**config.mk**
```make
export PLATFORM = sky130hd
export DESIGN_NAME = two_index_rep_of_complex_matrix_flat
export DESIGN_NICKNAME = d
export VERILOG_FILES = /design/src/hdl/tirc_pkg.sv /design/src/hdl/tirc_if.sv /design/src/hdl/tirc_ctrl.sv /design/src/hdl/tirc_dp.sv /design/src/hdl/two_index_rep_of_complex_matrix.sv /design/src/flat_wrapper.sv
export SDC_FILE = /design/constraint.sdc
export NUM_CORES = 2
export LEC_CHECK = 0
export ABC_AREA = 1
export BUFFER_PORTS_ARGS = -buffer_cell sky130_fd_sc_hd__buf_2
export CAP_MARGIN = 20
export CORE_MARGIN = 4
export CORE_UTILIZATION = 42
export CTS_CLUSTER_SIZE = 28
export DETAILED_ROUTE_END_ITERATION = 16
export RECOVER_POWER = 100
export SLEW_MARGIN = 15
export SYNTH_ARGS = -nofsm -noshare
export SYNTH_HDL_FRONTEND = slang
export SYNTH_SLANG_ARGS = --single-unit
```
**constraint.sdc**
```tcl
create_clock -name clk -period 15.2 [get_ports clk]
set_input_delay 2.28 -clock clk [delete_from_list [all_inputs] [get_ports clk]]
set_output_delay 2.28 -clock clk [all_outputs]
set_load 0.05 [all_outputs]
```
**src/hdl/tirc_pkg.sv**
```systemverilog
// tirc_pkg: shared types and constants for the two-index representation block
// used by the interfaces, controller, datapath and top level
package tirc_pkg;

  localparam int ENT_W   = 18;
  localparam int ADDR_W  = 4;
  localparam int IDX_W   = 6;
  localparam int OPA_W   = 21;
  localparam int OPB_W   = 26;
  localparam int PROD_W  = OPA_W + OPB_W;
  localparam int ACC_W   = 64;
  localparam int SRC_W   = 39;
  localparam int SQ_FRAC = 24;
  localparam int LO_W    = 18;
  localparam logic [OPB_W-2:0] SQRT2_Q24 = 25'd23726566;
  localparam logic signed [ENT_W-1:0] SAT_HI = 18'sd131071;
  localparam logic signed [ENT_W-1:0] SAT_LO = -18'sd131072;
  localparam int CFG_AW = 3;

  typedef enum logic [3:0] {
    ST_LOAD, ST_RD, ST_M1, ST_M2, ST_M3, ST_M4, ST_DRAIN,
    ST_SNAP, ST_S1, ST_S2, ST_S3, ST_S4, ST_OUT
  } tirc_state_t;

  typedef enum logic [2:0] {
    MUL_XR_YR, MUL_XI_YI, MUL_XR_YI, MUL_XI_YR,
    MUL_HI_RE, MUL_LO_RE, MUL_HI_IM, MUL_LO_IM
  } mul_sel_t;

  typedef struct packed {
    logic              wr_en;
    logic [ADDR_W-1:0] wr_addr;
    logic              rd_en;
    logic [ADDR_W-1:0] rd_addr_x;
    logic [ADDR_W-1:0] rd_addr_y;
    mul_sel_t          mul_sel;
    logic              acc_en;
    logic              acc_im;
    logic              acc_neg;
    logic              acc_shl;
    logic              acc_clr;
    logic              snap;
    logic              cap;
    logic              cap_scaled;
    logic              cap_last;
    logic              cap_batch;
    logic [IDX_W-1:0]  cap_index;
  } tirc_cmd_t;

  typedef struct packed {
    logic out_full;
  } tirc_stat_t;

endpackage

```
**src/hdl/tirc_if.sv**
```systemverilog
// tirc_in_if / tirc_out_if: valid-ready channels for matrix entries and results
// depends on tirc_pkg for field widths
interface tirc_in_if;
  import tirc_pkg::*;
  logic                    valid;
  logic                    ready;
  logic signed [ENT_W-1:0] entry_re;
  logic signed [ENT_W-1:0] entry_im;
  logic                    batch_last;
  modport source (output valid, entry_re, entry_im, batch_last, input ready);
  modport sink   (input valid, entry_re, entry_im, batch_last, output ready);
endinterface

interface tirc_out_if;
  import tirc_pkg::*;
  logic                    valid;
  logic                    ready;
  logic signed [ENT_W-1:0] out_re;
  logic signed [ENT_W-1:0] out_im;
  logic [IDX_W-1:0]        out_index;
  logic                    out_last;
  logic                    batch_done;
  modport source (output valid, out_re, out_im, out_index, out_last, batch_done,
                  input ready);
  modport sink   (input valid, out_re, out_im, out_index, out_last, batch_done,
                  output ready);
endinterface

```
**src/hdl/tirc_ctrl.sv**
```systemverilog
// tirc_ctrl: sequencer for loading the matrix and stepping through basis pairs
// depends on tirc_pkg; drives the datapath by command struct
module tirc_ctrl #(
  parameter int COLORS = 3
) (
  input  logic                clk,
  input  logic                rst_n,
  input  logic                in_valid,
  input  logic                in_batch_last,
  output logic                in_ready,
  input  logic                rep_mode,
  input  tirc_pkg::tirc_stat_t stat,
  output tirc_pkg::tirc_cmd_t  cmd
);
  import tirc_pkg::*;

  localparam int NE = COLORS * COLORS;
  localparam int AW = $clog2(NE);
  localparam int CW = $clog2(COLORS);
  localparam logic [CW-1:0] CMAX = CW'(COLORS - 1);

  tirc_state_t state_r, state_nxt;
  logic [AW-1:0] cnt_r, cnt_nxt;
  logic batch_r, batch_nxt, sym_r, sym_nxt, term_r, term_nxt, scaled_r, scaled_nxt;
  logic [CW-1:0] ri_r, ri_nxt, rj_r, rj_nxt, ci_r, ci_nxt, cj_r, cj_nxt;
  logic [IDX_W-1:0] idx_r, idx_nxt;

  logic need_p2, scale, tn, row_end, col_end, last_row, last_col;
  logic [CW-1:0] i0;

  function automatic logic [ADDR_W-1:0] addr(input logic [CW-1:0] r, input logic [CW-1:0] c);
    logic [AW-1:0] a;
    a = AW'(r) * AW'(COLORS) + AW'(c);
    return ADDR_W'(a);
  endfunction

  always_ff @(posedge clk) begin
    if (!rst_n) begin
      state_r  <= ST_LOAD;
      cnt_r    <= '0;
      batch_r  <= 1'b0;
      sym_r    <= 1'b0;
      term_r   <= 1'b0;
      scaled_r <= 1'b0;
      ri_r <= '0; rj_r <= '0; ci_r <= '0; cj_r <= '0;
      idx_r    <= '0;
    end else begin
      state_r  <= state_nxt;
      cnt_r    <= cnt_nxt;
      batch_r  <= batch_nxt;
      sym_r    <= sym_nxt;
      term_r   <= term_nxt;
      scaled_r <= scaled_nxt;
      ri_r <= ri_nxt; rj_r <= rj_nxt; ci_r <= ci_nxt; cj_r <= cj_nxt;
      idx_r    <= idx_nxt;
    end
  end

  always_comb begin
    need_p2  = !sym_r || ((ri_r != rj_r) && (ci_r != cj_r));
    scale    = sym_r && ((ri_r == rj_r) != (ci_r == cj_r));
    tn       = term_r && !sym_r;
    // last column of a pair row: j reaches i (symmetric) or i-1
    row_end  = sym_r ? (rj_r == ri_r) : (rj_r == ri_r - CW'(1));
    col_end  = sym_r ? (cj_r == ci_r) : (cj_r == ci_r - CW'(1));
    last_row = row_end && (ri_r == CMAX);
    last_col = col_end && (ci_r == CMAX);
    i0       = rep_mode ? '0 : CW'(1);

    state_nxt  = state_r;
    cnt_nxt    = cnt_r;
    batch_nxt  = batch_r;
    sym_nxt    = sym_r;
    term_nxt   = term_r;
    scaled_nxt = scaled_r;
    ri_nxt = ri_r; rj_nxt = rj_r; ci_nxt = ci_r; cj_nxt = cj_r;
    idx_nxt    = idx_r;
    in_ready   = 1'b0;
    cmd        = '0;
    cmd.mul_sel = MUL_XR_YR;

    case (state_r)
      ST_LOAD: begin
        in_ready    = 1'b1;
        cmd.wr_addr = ADDR_W'(cnt_r);
        if (in_valid) begin
          cmd.wr_en = 1'b1;
          batch_nxt = batch_r | in_batch_last;
          if (cnt_r == AW'(NE - 1)) begin
            cnt_nxt   = '0;
            sym_nxt   = rep_mode;
            ri_nxt = i0; rj_nxt = '0; ci_nxt = i0; cj_nxt = '0;
            idx_nxt   = '0;
            state_nxt = ST_RD;
          end else begin
            cnt_nxt = cnt_r + AW'(1);
          end
        end
      end
      ST_RD: begin
        cmd.rd_en     = 1'b1;
        cmd.rd_addr_x = addr(ri_r, ci_r);
        cmd.rd_addr_y = addr(rj_r, cj_r);
        cmd.acc_clr   = 1'b1;
        term_nxt      = 1'b0;
        scaled_nxt    = 1'b0;
        state_nxt     = ST_M1;
      end
      ST_M1: begin
        cmd.mul_sel = MUL_XR_YR; cmd.acc_en = 1'b1; cmd.acc_neg = tn;
        state_nxt = ST_M2;
      end
      ST_M2: begin
        cmd.mul_sel = MUL_XI_YI; cmd.acc_en = 1'b1; cmd.acc_neg = !tn;
        state_nxt = ST_M3;
      end
      ST_M3: begin
        cmd.mul_sel = MUL_XR_YI; cmd.acc_en = 1'b1; cmd.acc_im = 1'b1; cmd.acc_neg = tn;
        state_nxt = ST_M4;
      end
      ST_M4: begin
        cmd.mul_sel = MUL_XI_YR; cmd.acc_en = 1'b1; cmd.acc_im = 1'b1; cmd.acc_neg = tn;
        if (!term_r && need_p2) begin
          // second product U_il*U_jk, read overlaps the last multiply
          cmd.rd_en     = 1'b1;
          cmd.rd_addr_x = addr(ri_r, cj_r);
          cmd.rd_addr_y = addr(rj_r, ci_r);
          term_nxt      = 1'b1;
          state_nxt     = ST_M1;
        end else begin
          state_nxt = ST_DRAIN;
        end
      end
      ST_DRAIN: begin
        state_nxt = (scale && !scaled_r) ? ST_SNAP : ST_OUT;
      end
      ST_SNAP: begin
        cmd.snap  = 1'b1;
        state_nxt = ST_S1;
      end
      ST_S1: begin
        cmd.mul_sel = MUL_HI_RE; cmd.acc_en = 1'b1; cmd.acc_shl = 1'b1;
        state_nxt = ST_S2;
      end
      ST_S2: begin
        cmd.mul_sel = MUL_LO_RE; cmd.acc_en = 1'b1;
        state_nxt = ST_S3;
      end
      ST_S3: begin
        cmd.mul_sel = MUL_HI_IM; cmd.acc_en = 1'b1; cmd.acc_im = 1'b1; cmd.acc_shl = 1'b1;
        state_nxt = ST_S4;
      end
      ST_S4: begin
        cmd.mul_sel = MUL_LO_IM; cmd.acc_en = 1'b1; cmd.acc_im = 1'b1;
        scaled_nxt = 1'b1;
        state_nxt  = ST_DRAIN;
      end
      ST_OUT: begin
        cmd.cap_scaled = scaled_r;
        cmd.cap_last   = last_row && last_col;
        cmd.cap_batch  = last_row && last_col && batch_r;
        cmd.cap_index  = idx_r;
        if (!stat.out_full) begin
          cmd.cap   = 1'b1;
          idx_nxt   = idx_r + IDX_W'(1);
          state_nxt = ST_RD;
          if (last_col) begin
            ci_nxt = sym_r ? '0 : CW'(1);
            cj_nxt = '0;
            if (last_row) begin
              batch_nxt = 1'b0;
              state_nxt = ST_LOAD;
            end else if (row_end) begin
              ri_nxt = ri_r + CW'(1);
              rj_nxt = '0;
            end else begin
              rj_nxt = rj_r + CW'(1);
            end
          end else if (col_end) begin
            ci_nxt = ci_r + CW'(1);
            cj_nxt = '0;
          end else begin
            cj_nxt = cj_r + CW'(1);
          end
        end
      end
      default: state_nxt = ST_LOAD;
    endcase
  end

endmodule

```
**src/hdl/tirc_dp.sv**
```systemverilog
// tirc_dp: matrix store, shared 21x26 multiplier, accumulators, rounding and
// output register; depends on tirc_pkg, controlled by tirc_ctrl
module tirc_dp #(
  parameter int COLORS    = 3,
  parameter int FRAC_BITS = 16
) (
  input  logic                       clk,
  input  logic                       rst_n,
  input  tirc_pkg::tirc_cmd_t        cmd,
  output tirc_pkg::tirc_stat_t       stat,
  input  logic signed [tirc_pkg::ENT_W-1:0] in_re,
  input  logic signed [tirc_pkg::ENT_W-1:0] in_im,
  input  logic                       out_ready,
  output logic                       out_valid,
  output logic signed [tirc_pkg::ENT_W-1:0] out_re,
  output logic signed [tirc_pkg::ENT_W-1:0] out_im,
  output logic [tirc_pkg::IDX_W-1:0] out_index,
  output logic                       out_last,
  output logic                       batch_done
);
  import tirc_pkg::*;

  localparam int NE = COLORS * COLORS;
  localparam int AW = $clog2(NE);
  localparam logic signed [ACC_W-1:0] HALF_P = ACC_W'(1) <<< (FRAC_BITS - 1);
  localparam logic signed [ACC_W-1:0] HALF_S = ACC_W'(1) <<< (FRAC_BITS + SQ_FRAC - 1);

  logic [2*ENT_W-1:0] mem [NE];
  logic [2*ENT_W-1:0] x_r, y_r;
  logic signed [OPA_W-1:0] op_a;
  logic signed [OPB_W-1:0] op_b;
  logic signed [PROD_W-1:0] prod_r;
  logic acc_en_r, acc_sel_im_r, acc_neg_r, acc_shl_r;
  logic signed [ACC_W-1:0] acc_re_r, acc_im_r, term, acc_sel, acc_sum;
  logic [SRC_W-1:0] src_re_r, src_im_r;
  logic signed [ACC_W-1:0] rnd_re, rnd_im;
  logic signed [ENT_W-1:0] sat_re, sat_im;
  logic out_valid_r;
  logic signed [ENT_W-1:0] out_re_r, out_im_r;
  logic [IDX_W-1:0] out_index_r;
  logic out_last_r, batch_done_r;

  function automatic logic signed [ENT_W-1:0] sat(input logic signed [ACC_W-1:0] v);
    if (v > ACC_W'(SAT_HI)) return SAT_HI;
    else if (v < ACC_W'(SAT_LO)) return SAT_LO;
    else return v[ENT_W-1:0];
  endfunction

  always_ff @(posedge clk) begin
    if (cmd.wr_en) mem[cmd.wr_addr[AW-1:0]] <= {in_im, in_re};
    if (cmd.rd_en) begin
      x_r <= mem[cmd.rd_addr_x[AW-1:0]];
      y_r <= mem[cmd.rd_addr_y[AW-1:0]];
    end
  end

  always_comb begin
    op_b = {{(OPB_W-ENT_W){y_r[ENT_W-1]}}, y_r[ENT_W-1:0]};
    case (cmd.mul_sel)
      MUL_XR_YR: op_a = OPA_W'(signed'(x_r[ENT_W-1:0]));
      MUL_XI_YI: begin
        op_a = OPA_W'(signed'(x_r[2*ENT_W-1:ENT_W]));
        op_b = OPB_W'(signed'(y_r[2*ENT_W-1:ENT_W]));
      end
      MUL_XR_YI: begin
        op_a = OPA_W'(signed'(x_r[ENT_W-1:0]));
        op_b = OPB_W'(signed'(y_r[2*ENT_W-1:ENT_W]));
      end
      MUL_XI_YR: op_a = OPA_W'(signed'(x_r[2*ENT_W-1:ENT_W]));
      // scaling splits the accumulated value into a signed high and unsigned low part
      MUL_HI_RE: begin op_a = src_re_r[SRC_W-1:LO_W]; op_b = {1'b0, SQRT2_Q24}; end
      MUL_LO_RE: begin op_a = OPA_W'(src_re_r[LO_W-1:0]); op_b = {1'b0, SQRT2_Q24}; end
      MUL_HI_IM: begin op_a = src_im_r[SRC_W-1:LO_W]; op_b = {1'b0, SQRT2_Q24}; end
      MUL_LO_IM: begin op_a = OPA_W'(src_im_r[LO_W-1:0]); op_b = {1'b0, SQRT2_Q24}; end
      default:   op_a = '0;
    endcase
  end

  // accumulate stage runs in the cycle after the multiply command, on the registered product
  always_comb begin
    term = ACC_W'(prod_r);
    if (acc_shl_r) term = term <<< LO_W;
    acc_sel = acc_sel_im_r ? acc_im_r : acc_re_r;
    acc_sum = acc_neg_r ? acc_sel - term : acc_sel + term;
  end

  always_ff @(posedge clk) begin
    prod_r <= op_a * op_b;
    if (!rst_n) begin
      acc_en_r <= 1'b0;
    end else begin
      acc_en_r <= cmd.acc_en;
    end
    acc_sel_im_r <= cmd.acc_im;
    acc_neg_r    <= cmd.acc_neg;
    acc_shl_r    <= cmd.acc_shl;
    if (cmd.snap) begin
      src_re_r <= acc_re_r[SRC_W-1:0];
      src_im_r <= acc_im_r[SRC_W-1:0];
    end
    if (cmd.acc_clr || cmd.snap) begin
      acc_re_r <= '0;
      acc_im_r <= '0;
    end else if (acc_en_r) begin
      if (acc_sel_im_r) acc_im_r <= acc_sum;
      else              acc_re_r <= acc_sum;
    end
  end

  always_comb begin
    rnd_re = cmd.cap_scaled ? (acc_re_r + HALF_S) >>> (FRAC_BITS + SQ_FRAC)
                            : (acc_re_r + HALF_P) >>> FRAC_BITS;
    rnd_im = cmd.cap_scaled ? (acc_im_r + HALF_S) >>> (FRAC_BITS + SQ_FRAC)
                            : (acc_im_r + HALF_P) >>> FRAC_BITS;
    sat_re = sat(rnd_re);
    sat_im = sat(rnd_im);
    stat.out_full = out_valid_r && !out_ready;
  end

  always_ff @(posedge clk) begin
    if (!rst_n) begin
      out_valid_r <= 1'b0;
    end else if (cmd.cap) begin
      out_valid_r <= 1'b1;
    end else if (out_ready) begin
      out_valid_r <= 1'b0;
    end
    if (cmd.cap) begin
      out_re_r     <= sat_re;
      out_im_r     <= sat_im;
      out_index_r  <= cmd.cap_index;
      out_last_r   <= cmd.cap_last;
      batch_done_r <= cmd.cap_batch;
    end
  end

  assign out_valid  = out_valid_r;
  assign out_re     = out_re_r;
  assign out_im     = out_im_r;
  assign out_index  = out_index_r;
  assign out_last   = out_last_r;
  assign batch_done = batch_done_r;

endmodule

```
**src/hdl/two_index_rep_of_complex_matrix.sv**
```systemverilog
// two_index_rep_of_complex_matrix: top level, configuration register and
// instances of tirc_ctrl and tirc_dp; depends on tirc_pkg and tirc_if
//
//  channel | direction | contents
//  in_if   | sink      | entry_re, entry_im, batch_last, one matrix entry per request
//  out_if  | source    | out_re, out_im, out_index, out_last, batch_done
//  apb     | slave     | rep_mode at byte address 0
//
// loading accepts one entry per cycle; after the last entry each result is formed
// from one product, two products or a sqrt2-scaled product, computed in sequence
// on the single shared 21x26 multiplier and its accumulate stage
// no entry is accepted while a matrix is being emitted; a stalled output
// holds the sequencer only once the next result is ready
// synchronous active-low reset clears control state and rep_mode
module two_index_rep_of_complex_matrix #(
  parameter int COLORS    = 3,
  parameter int FRAC_BITS = 16
) (
  input  logic clk,
  input  logic rst_n,
  tirc_in_if.sink    in_if,
  tirc_out_if.source out_if,
  input  logic                         psel,
  input  logic                         penable,
  input  logic                         pwrite,
  input  logic [tirc_pkg::CFG_AW-1:0]  paddr,
  input  logic [31:0]                  pwdata,
  output logic [31:0]                  prdata,
  output logic                         pready
);
  import tirc_pkg::*;

  logic rep_mode_r, rep_mode_nxt;
  tirc_cmd_t  cmd;
  tirc_stat_t stat;

  always_comb begin
    rep_mode_nxt = rep_mode_r;
    if (psel && penable && pwrite && !paddr[CFG_AW-1]) rep_mode_nxt = pwdata[0];
  end

  always_ff @(posedge clk) begin
    if (!rst_n) rep_mode_r <= 1'b0;
    else        rep_mode_r <= rep_mode_nxt;
  end

  assign pready = 1'b1;
  assign prdata = paddr[CFG_AW-1] ? 32'd0 : {31'd0, rep_mode_r};

  tirc_ctrl #(.COLORS(COLORS)) u_ctrl (
    .clk           (clk),
    .rst_n         (rst_n),
    .in_valid      (in_if.valid),
    .in_batch_last (in_if.batch_last),
    .in_ready      (in_if.ready),
    .rep_mode      (rep_mode_r),
    .stat          (stat),
    .cmd           (cmd)
  );

  tirc_dp #(.COLORS(COLORS), .FRAC_BITS(FRAC_BITS)) u_dp (
    .clk        (clk),
    .rst_n      (rst_n),
    .cmd        (cmd),
    .stat       (stat),
    .in_re      (in_if.entry_re),
    .in_im      (in_if.entry_im),
    .out_ready  (out_if.ready),
    .out_valid  (out_if.valid),
    .out_re     (out_if.out_re),
    .out_im     (out_if.out_im),
    .out_index  (out_if.out_index),
    .out_last   (out_if.out_last),
    .batch_done (out_if.batch_done)
  );

endmodule

```
**src/flat_wrapper.sv**
```systemverilog
// flat-port wrapper written by rule: the top's interface ports become plain ports
module two_index_rep_of_complex_matrix_flat import tirc_pkg::*;
#(
  parameter int COLORS    = 3,
  parameter int FRAC_BITS = 16
)
  (clk, rst_n, psel, penable, pwrite, paddr, pwdata, prdata, pready, in_if_valid, in_if_entry_re, in_if_entry_im, in_if_batch_last, in_if_ready, out_if_valid, out_if_out_re, out_if_out_im, out_if_out_index, out_if_out_last, out_if_batch_done, out_if_ready);
  tirc_in_if in_if_i ();
  tirc_out_if out_if_i ();
  input  logic clk;
  input  logic rst_n;
  input  logic psel;
  input  logic penable;
  input  logic pwrite;
  input  logic [tirc_pkg::CFG_AW-1:0] paddr;
  input  logic [31:0] pwdata;
  output logic [31:0] prdata;
  output logic pready;
  input wire logic [$bits(in_if_i.valid)-1:0] in_if_valid;
  input wire logic [$bits(in_if_i.entry_re)-1:0] in_if_entry_re;
  input wire logic [$bits(in_if_i.entry_im)-1:0] in_if_entry_im;
  input wire logic [$bits(in_if_i.batch_last)-1:0] in_if_batch_last;
  output wire logic [$bits(in_if_i.ready)-1:0] in_if_ready;
  output wire logic [$bits(out_if_i.valid)-1:0] out_if_valid;
  output wire logic [$bits(out_if_i.out_re)-1:0] out_if_out_re;
  output wire logic [$bits(out_if_i.out_im)-1:0] out_if_out_im;
  output wire logic [$bits(out_if_i.out_index)-1:0] out_if_out_index;
  output wire logic [$bits(out_if_i.out_last)-1:0] out_if_out_last;
  output wire logic [$bits(out_if_i.batch_done)-1:0] out_if_batch_done;
  input wire logic [$bits(out_if_i.ready)-1:0] out_if_ready;
  assign in_if_i.valid = in_if_valid;
  assign in_if_i.entry_re = in_if_entry_re;
  assign in_if_i.entry_im = in_if_entry_im;
  assign in_if_i.batch_last = in_if_batch_last;
  assign in_if_ready = in_if_i.ready;
  assign out_if_valid = out_if_i.valid;
  assign out_if_out_re = out_if_i.out_re;
  assign out_if_out_im = out_if_i.out_im;
  assign out_if_out_index = out_if_i.out_index;
  assign out_if_out_last = out_if_i.out_last;
  assign out_if_batch_done = out_if_i.batch_done;
  assign out_if_i.ready = out_if_ready;
  two_index_rep_of_complex_matrix #(.COLORS(COLORS), .FRAC_BITS(FRAC_BITS)) u_core (.clk(clk), .rst_n(rst_n), .in_if(in_if_i), .out_if(out_if_i), .psel(psel), .penable(penable), .pwrite(pwrite), .paddr(paddr), .pwdata(pwdata), .prdata(prdata), .pready(pready));
endmodule
```
# --- Word-level counts from Yosys, hierarchy flattened ---
# Memories as Yosys holds them, arrays and structs flattened. A register that Yosys moved wholly into a read port is not among the register bits.
# Cells that the tools add are included.
op_classes:
  mul: 3
  reduce_logical: 45
  magnitude_cmp: 4
  n_mux: 74
  n_bitwise: 2
  eq_ne: 40
  n_addsub: 18
ops:
  columns: ["op", "count"]
  rows:
  - ["$mux W64", 5]
  - ["$add A64 B17 Y64 const B", 2]
  - ["$add A64 B41 Y64 const B", 2]
  - ["$gt A64 B18 Y1 const B", 2]
  - ["$lt A64 B18 Y1 const B", 2]
  - ["$pmux W21 S6", 1]
  - ["$add A64 B64 Y64", 1]
  - ["$sub A64 B64 Y64", 1]
  - ["$pmux W26 S2", 1]
  - ["$pmux W4 S13", 1]
  - ["$mul A21 B26 Y47", 1]
  - ["$mux W18", 2]
  - ["$mux W2", 18]
  - ["$pmux W4 S8", 1]
  - ["$eq A4 B4 Y1 const B", 6]
  - ["$mux W1", 23]
  - ["$mux W4", 5]
  - ["$mux W6", 3]
  - ["$pmux W9 S2", 1]
  - ["$add A4 B2 Y4", 4]
  - ["$eq A4 B3 Y1 const B", 4]
  - ["$ne A2 B2 Y1 const B", 8]
  - ["$pmux W2 S2", 4]
  - ["$logic_and A1 B1 Y1", 13]
  - ["other kinds (37)", 75]
word_totals:
  memories: 1
  ram_bits: 324
  regBits: 329
  wordCells: 214
  out_inout_bits: 79
mem_list:
  columns: ["memory", "depth", "width", "read_ports", "rd_clocked_by_memory_dff", "wr", "line_no", "text"]
  rows:
  - ["u_core.u_dp.mem", 9, 36, 2, 2, 1, "tirc_dp.sv:28", "logic [2*ENT_W-1:0] mem [NE];"]

# --- Depth between registers and ports, before layout ---
depth:
  ltp_word: 10
  depth_mapped: 43
  depth_no_buf: 41

# --- Cells and area by module ---
# A second synthesis with hierarchy kept.
hier_totals:
  cells_unflattened: 7998
  hier_area_um2: 62577.5
modules_own_cells:
  columns: ["mod", "n_inst", "area_each_um2", "cells_each"]
  rows:
  - ["tirc_dp", 1, 59970.0, 7602]
  - ["tirc_ctrl", 1, 2293.4, 350]
  - ["two_index_rep_of_complex_matrix", 1, 314.1, 46]

# --- Worst setup path before layout ---
# OpenSTA, ideal clock, no wires.
synth_timing:
  path_type: "flip-flop to flip-flop"
  startpoint: "register u_core.u_ctrl.state_r[2]"
  endpoint: "register u_core.u_dp.prod_r[46]"
  period_less_slack_ns: 7.756
  setup_ns: 0.123
  path_buffers: 1
  t_arrival_ns: 7.632
  path_stages_with_launch: 35
  slack_ns: 7.444
  required_time_ns: 15.077
  cell_sequence: "dfxtp_1 -> inv_1 -> nor2_1 -> inv_1 -> nor2_1 -> nor2_2 -> inv_2 -> nor2_1 -> inv_2 -> nand2_1 -> o21ai_1 -> clkbuf_1 -> nor2_1 -> fa_1 -> inv_1 -> fa_1 -> inv_1 -> fa_1 -> inv_1 -> fa_1 -> inv_1 -> fa_1 -> fa_1 -> inv_1 -> fa_1 -> inv_1 -> ha_1 -> nand2_1 -> nor2_1 -> inv_1 -> nor4_1 -> nand3_1 -> nand3_1 -> a21oi_1 -> xor2_1"
synth_via:
  elab_chain_cells: 6
  word_cells_on_any_way: 24
  classes_between: "mul: 1; eq/ne: 15; mux: 3; reduce/logical: 5"
synth_lines:
  columns: ["item", "line_no", "text"]
  rows:
  - ["start: declaration", "tirc_ctrl.sv:22", "tirc_state_t state_r, state_nxt;"]
  - ["start signal: assignment", "tirc_ctrl.sv:48", "state_r <= state_nxt;"]
  - ["$eq A4 B4 Y1, or another cell as far along", "tirc_ctrl.sv:82", "case (state_r)"]
  - ["$pmux W4 S8 *", "tirc_ctrl.sv:82", null]
  - ["$eq A3 B2 Y1, or another cell as far along", "tirc_dp.sv:59", "case (cmd.mul_sel)"]
  - ["$reduce_or A2 Y1 (no line) / $reduce_or A4 Y1 (equally long branches)", null, null]
  - ["$pmux W21 S6 / $pmux W26 S2 (equally long branches)", "tirc_dp.sv:59", null]
  - ["$mul A21 B26 Y47 *", "tirc_dp.sv:88", "prod_r <= op_a * op_b;"]
  - ["end signal: assignment", "tirc_dp.sv:88", null]
  - ["end: declaration", "tirc_dp.sv:32", "logic signed [PROD_W-1:0] prod_r;"]
# Every way passes the cells marked *; elsewhere a longest branch is shown, timed or not.
# A chain may end at the register's enable or synchronous reset.

# --- Worst setup path in the final report ---
# Ends and elaborated chain as after synthesis.

==> run metrics <==
DRC=0; CTS tree=done; post-synth cell types=73; Achievable Freq=0.0867 GHz; Reg clk slew, reported paths=0.06 ns; Buf/Inv on CP=12; max_cap viols=21; Endpoint, Worst Hold=u_core.u_dp.src_re_r[11]; sw power=0.00140 W; Max VDD drop=0.0000841 V; Hold Violations, Final=0; Detailed Routing Iterations Pass 1=6; Via-to-Cell Ratio=5.47; crit path DAT=12.08 ns; Crit Path Class=flop to flop; Layout fillers=14,900; initial antenna violation count=9; share of cells above drive strength 1=3.79%; Min-Delay Path Class=flop to flop; clock buffer count from CTS=79; Switching Share=29.0%; slowest stage delay, CP=1.60 ns; crit path max-delay cell type=clkbuf_1; worst r2r path cells=34; WL final=219,000 um; Routed WL per cell=22.2 um; post-CTS setup buffer count=0; Power Density=71.7 mW/mm^2; Site Rows=141; CTS Buffer Depth=3; worst-path fanout max=36; outcome=complete, but fails checks; largest net degree at the start of global routing=243; CTS H-tree depth=3; r2r endpoint=u_core.u_dp.prod_r[46]; final period utilization=75.9%; worst reg2reg startpoint=u_core.u_ctrl.state_r[2]; worst path required time=15.74 ns; FF-to-FF setup slack=3.66 ns; critical path's top delay family=adder cells; # resized after CTS=0; Seq cells post-synth=725; initial core utilization=42.3%; hpwl dp=168,000 um; Clock Power Share=39.9%; Setup-failing EPs final=0; Worst Clk Skew=0.0408 ns; Tmin final=11.54 ns; Post-synth EDFFs=518; Yosys warning count=0; total track usage=27.9%; Post-Syn Instances=7,932; Die Ht=394 um; cts hold-fix bufs=0; register area share after synthesis=31.5%; area grow syn2layout=7.41%; WHS Path Cells=0; ys flop type=edfxtp_1; CTS Sinks=725; Lkg Pwr=29.5 nW; Synth async-reset ratio=0%; Final Slew Violations=1,194; io pins=158; vias in the first global route=52,900; crit end category=flop; relative slew slack=-547%; Worst Tran Pin Value=9.70 ns; fin area=0.0671 mm^2; startpoint type of the worst setup path=flop; Finished Layout Cells=9,895; failing checks=max-capacitance violations, max-slew violations; detailed-route via count=54,100; first-pass GRT wire length=328,000 um; Die Width=394 um; Pwr Total=0.00481 W; Setup TNS=0 ns; GPL Wtd Cong=1.00; hold_sp=u_core.u_dp.acc_re_r[11]; worst skew pair latency=0.70 ns; Int Power=0.00342 W; Starting DRT DRC Count=5,570; RSZ-0062 raised after global routing=false; ANT nets after route=0; Placed Area=0.0648 mm^2; core area=0.148 mm^2; mean post-synth cell area=7.88 um^2; full die area=0.155 mm^2; Comb pwr share=14.5%; placed insts=9,748; I/O Buffers=92; total congestion overflow=0; nets@finish=8,725; Flop pwr share=45.6%; critical path's most frequent cell=inv_1; CTS root buf=clkbuf_16; synthesized cell area=0.0625 mm^2
## power groups by stage
stage | Combinational, W | Sequential [W] | Clock, W
finish | 0.000697 | 0.00219 | 0.00192
global route | 0.000760 | 0.00220 | 0.00204
CTS | 0.000680 | 0.00219 | 0.00196
detailed placement | 0.000676 | 0.00223 | 0
global placement | 0.000676 | 0.00223 | 0
floorplan | 0.000447 | 0.00221 | 0
## cells in the final DEF (no fill, tap or decap), types with 25 or more instances in the layout
master	n
o211ai_1	210
nand3_1	355
fa_1	537
o21ai_0	639
clkbuf_1	126
edfxtp_1	518
nand2_2	26
xnor2_1	69
clkbuf_16	82
clkinv_1	25
nand4_1	70
inv_1	1459
conb_1	32
o21ai_1	25
buf_4	57
nor3_1	50
nand2_1	1631
dfxtp_1	205
a21oi_1	287
nor2_1	871
ha_1	208
o22ai_1	68
xor2_1	111
## worst register-to-register path: cells and delay by family (launching register included)
| family | cells | cell delay [ns] |
|---|---|---|
| buffers and inverters | 12 | 3.45 |
| XOR/XNOR | 1 | 0.15 |
| AO/OA/AOI/OAI | 2 | 0.60 |
| AND/OR/NAND/NOR | 11 | 2.20 |
| adder cells (fa/ha/maj) | 8 | 4.62 |
| flip-flops | 1 | 0.37 |
## cell type report
cell class                 count  area [um^2]  share of cell area, %
inverter                    1487         5580                   8.32
tap                         1930         2410                   3.60
timing repair buffer         172          881                   1.31
clock inverter                36          419                  0.625
clock buffer                 106         2170                   3.23
sequential                   725        19700                   29.4
antenna                        3         7.51                 0.0112
multi-input combinational   5436        35900                   53.5
## cells in the mapped netlist (all sizes together) (71+ instances only)
library cell | n | area share, %
o21ai | 674 | 5.4
nor2 | 900 | 5.6
xor2 | 111 | 1.6
clkbuf | 164 | 0.99
inv | 1473 | 8.8
o22ai | 71 | 0.74
a21oi | 289 | 2.3
nand2 | 1664 | 10
edfxtp | 518 | 25
buf | 150 | 1.5
nand4 | 71 | 0.72
dfxtp | 207 | 6.6
fa | 537 | 17
ha | 208 | 4.2
nand3 | 360 | 2.9
o211ai | 210 | 2.5
## flip-flops by register name (all words and copies together), names as in the netlist, 2 cells and up
name,cells
u_core.u_ctrl.state_r,4
u_core.u_ctrl.ci_r,2
u_core.u_dp.src_re_r,39
u_core.u_ctrl.ri_r,2
u_core.u_ctrl.idx_r,6
u_core.u_ctrl.cj_r,2
u_core.u_dp.x_r,36
u_core.u_dp.mem,324
u_core.u_dp.acc_im_r,64
u_core.u_dp.src_im_r,39
u_core.u_dp.out_im,18
u_core.u_dp.y_r,36
u_core.u_dp.out_re,18
u_core.u_dp.out_index,6
u_core.u_dp.acc_re_r,64
u_core.u_dp.prod_r,47
u_core.u_ctrl.cnt_r,4
u_core.u_ctrl.rj_r,2
## per-layer routing
metal	up-vias	share of wire [%]	wire [um]	track usage (%)
met1	26200	43	95100	39.4
li1	25300	-	-	-
met5	-	0.025	55	0
met3	398	10	21900	6.05
met4	8	3.3	7310	8.74
met2	2273	43	94900	42.8
## worst max-delay path by stage
stage | depth (start not counted) | end | start | slack [ns]
3_3_place_gp | 31 | u_core.u_dp.prod_r[46] | u_core.u_ctrl.state_r[0] | 5.32
2_1_floorplan | 34 | u_core.u_dp.prod_r[46] | u_core.u_ctrl.state_r[2] | 7.44
5_1_grt | 34 | u_core.u_dp.prod_r[46] | u_core.u_ctrl.state_r[2] | 2.75
4_1_cts | 31 | u_core.u_dp.prod_r[46] | u_core.u_ctrl.state_r[0] | 5.21
6_report | 34 | u_core.u_dp.prod_r[46] | u_core.u_ctrl.state_r[2] | 3.66
3_5_place_dp | 31 | u_core.u_dp.prod_r[46] | u_core.u_ctrl.state_r[0] | 5.26
## metrics by stage
stage	hold WS, ns	setup slack [ns]	utilization (%)
floorplan	0.403	7.44	-
global placement	0.411	5.32	43.8
detailed placement	0.419	5.26	43.8
CTS	0.429	5.21	45.6
global route	0.438	2.75	45.4
finish	0.428	3.66	45.4
## cells by family after synthesis
logic type,after synthesis,share of synthesized area (%)
adder cells (fa/ha/maj),745,21.4
XOR/XNOR,180,2.52
AO/OA/AOI/OAI,1390,12.9
AND/OR/NAND/NOR,3088,20.3
flip-flops,725,31.5
buffers and inverters,1801,11.4
other,2,0.0120
multiplexers,1,0.0160
(Power assumes the default switching activity.)
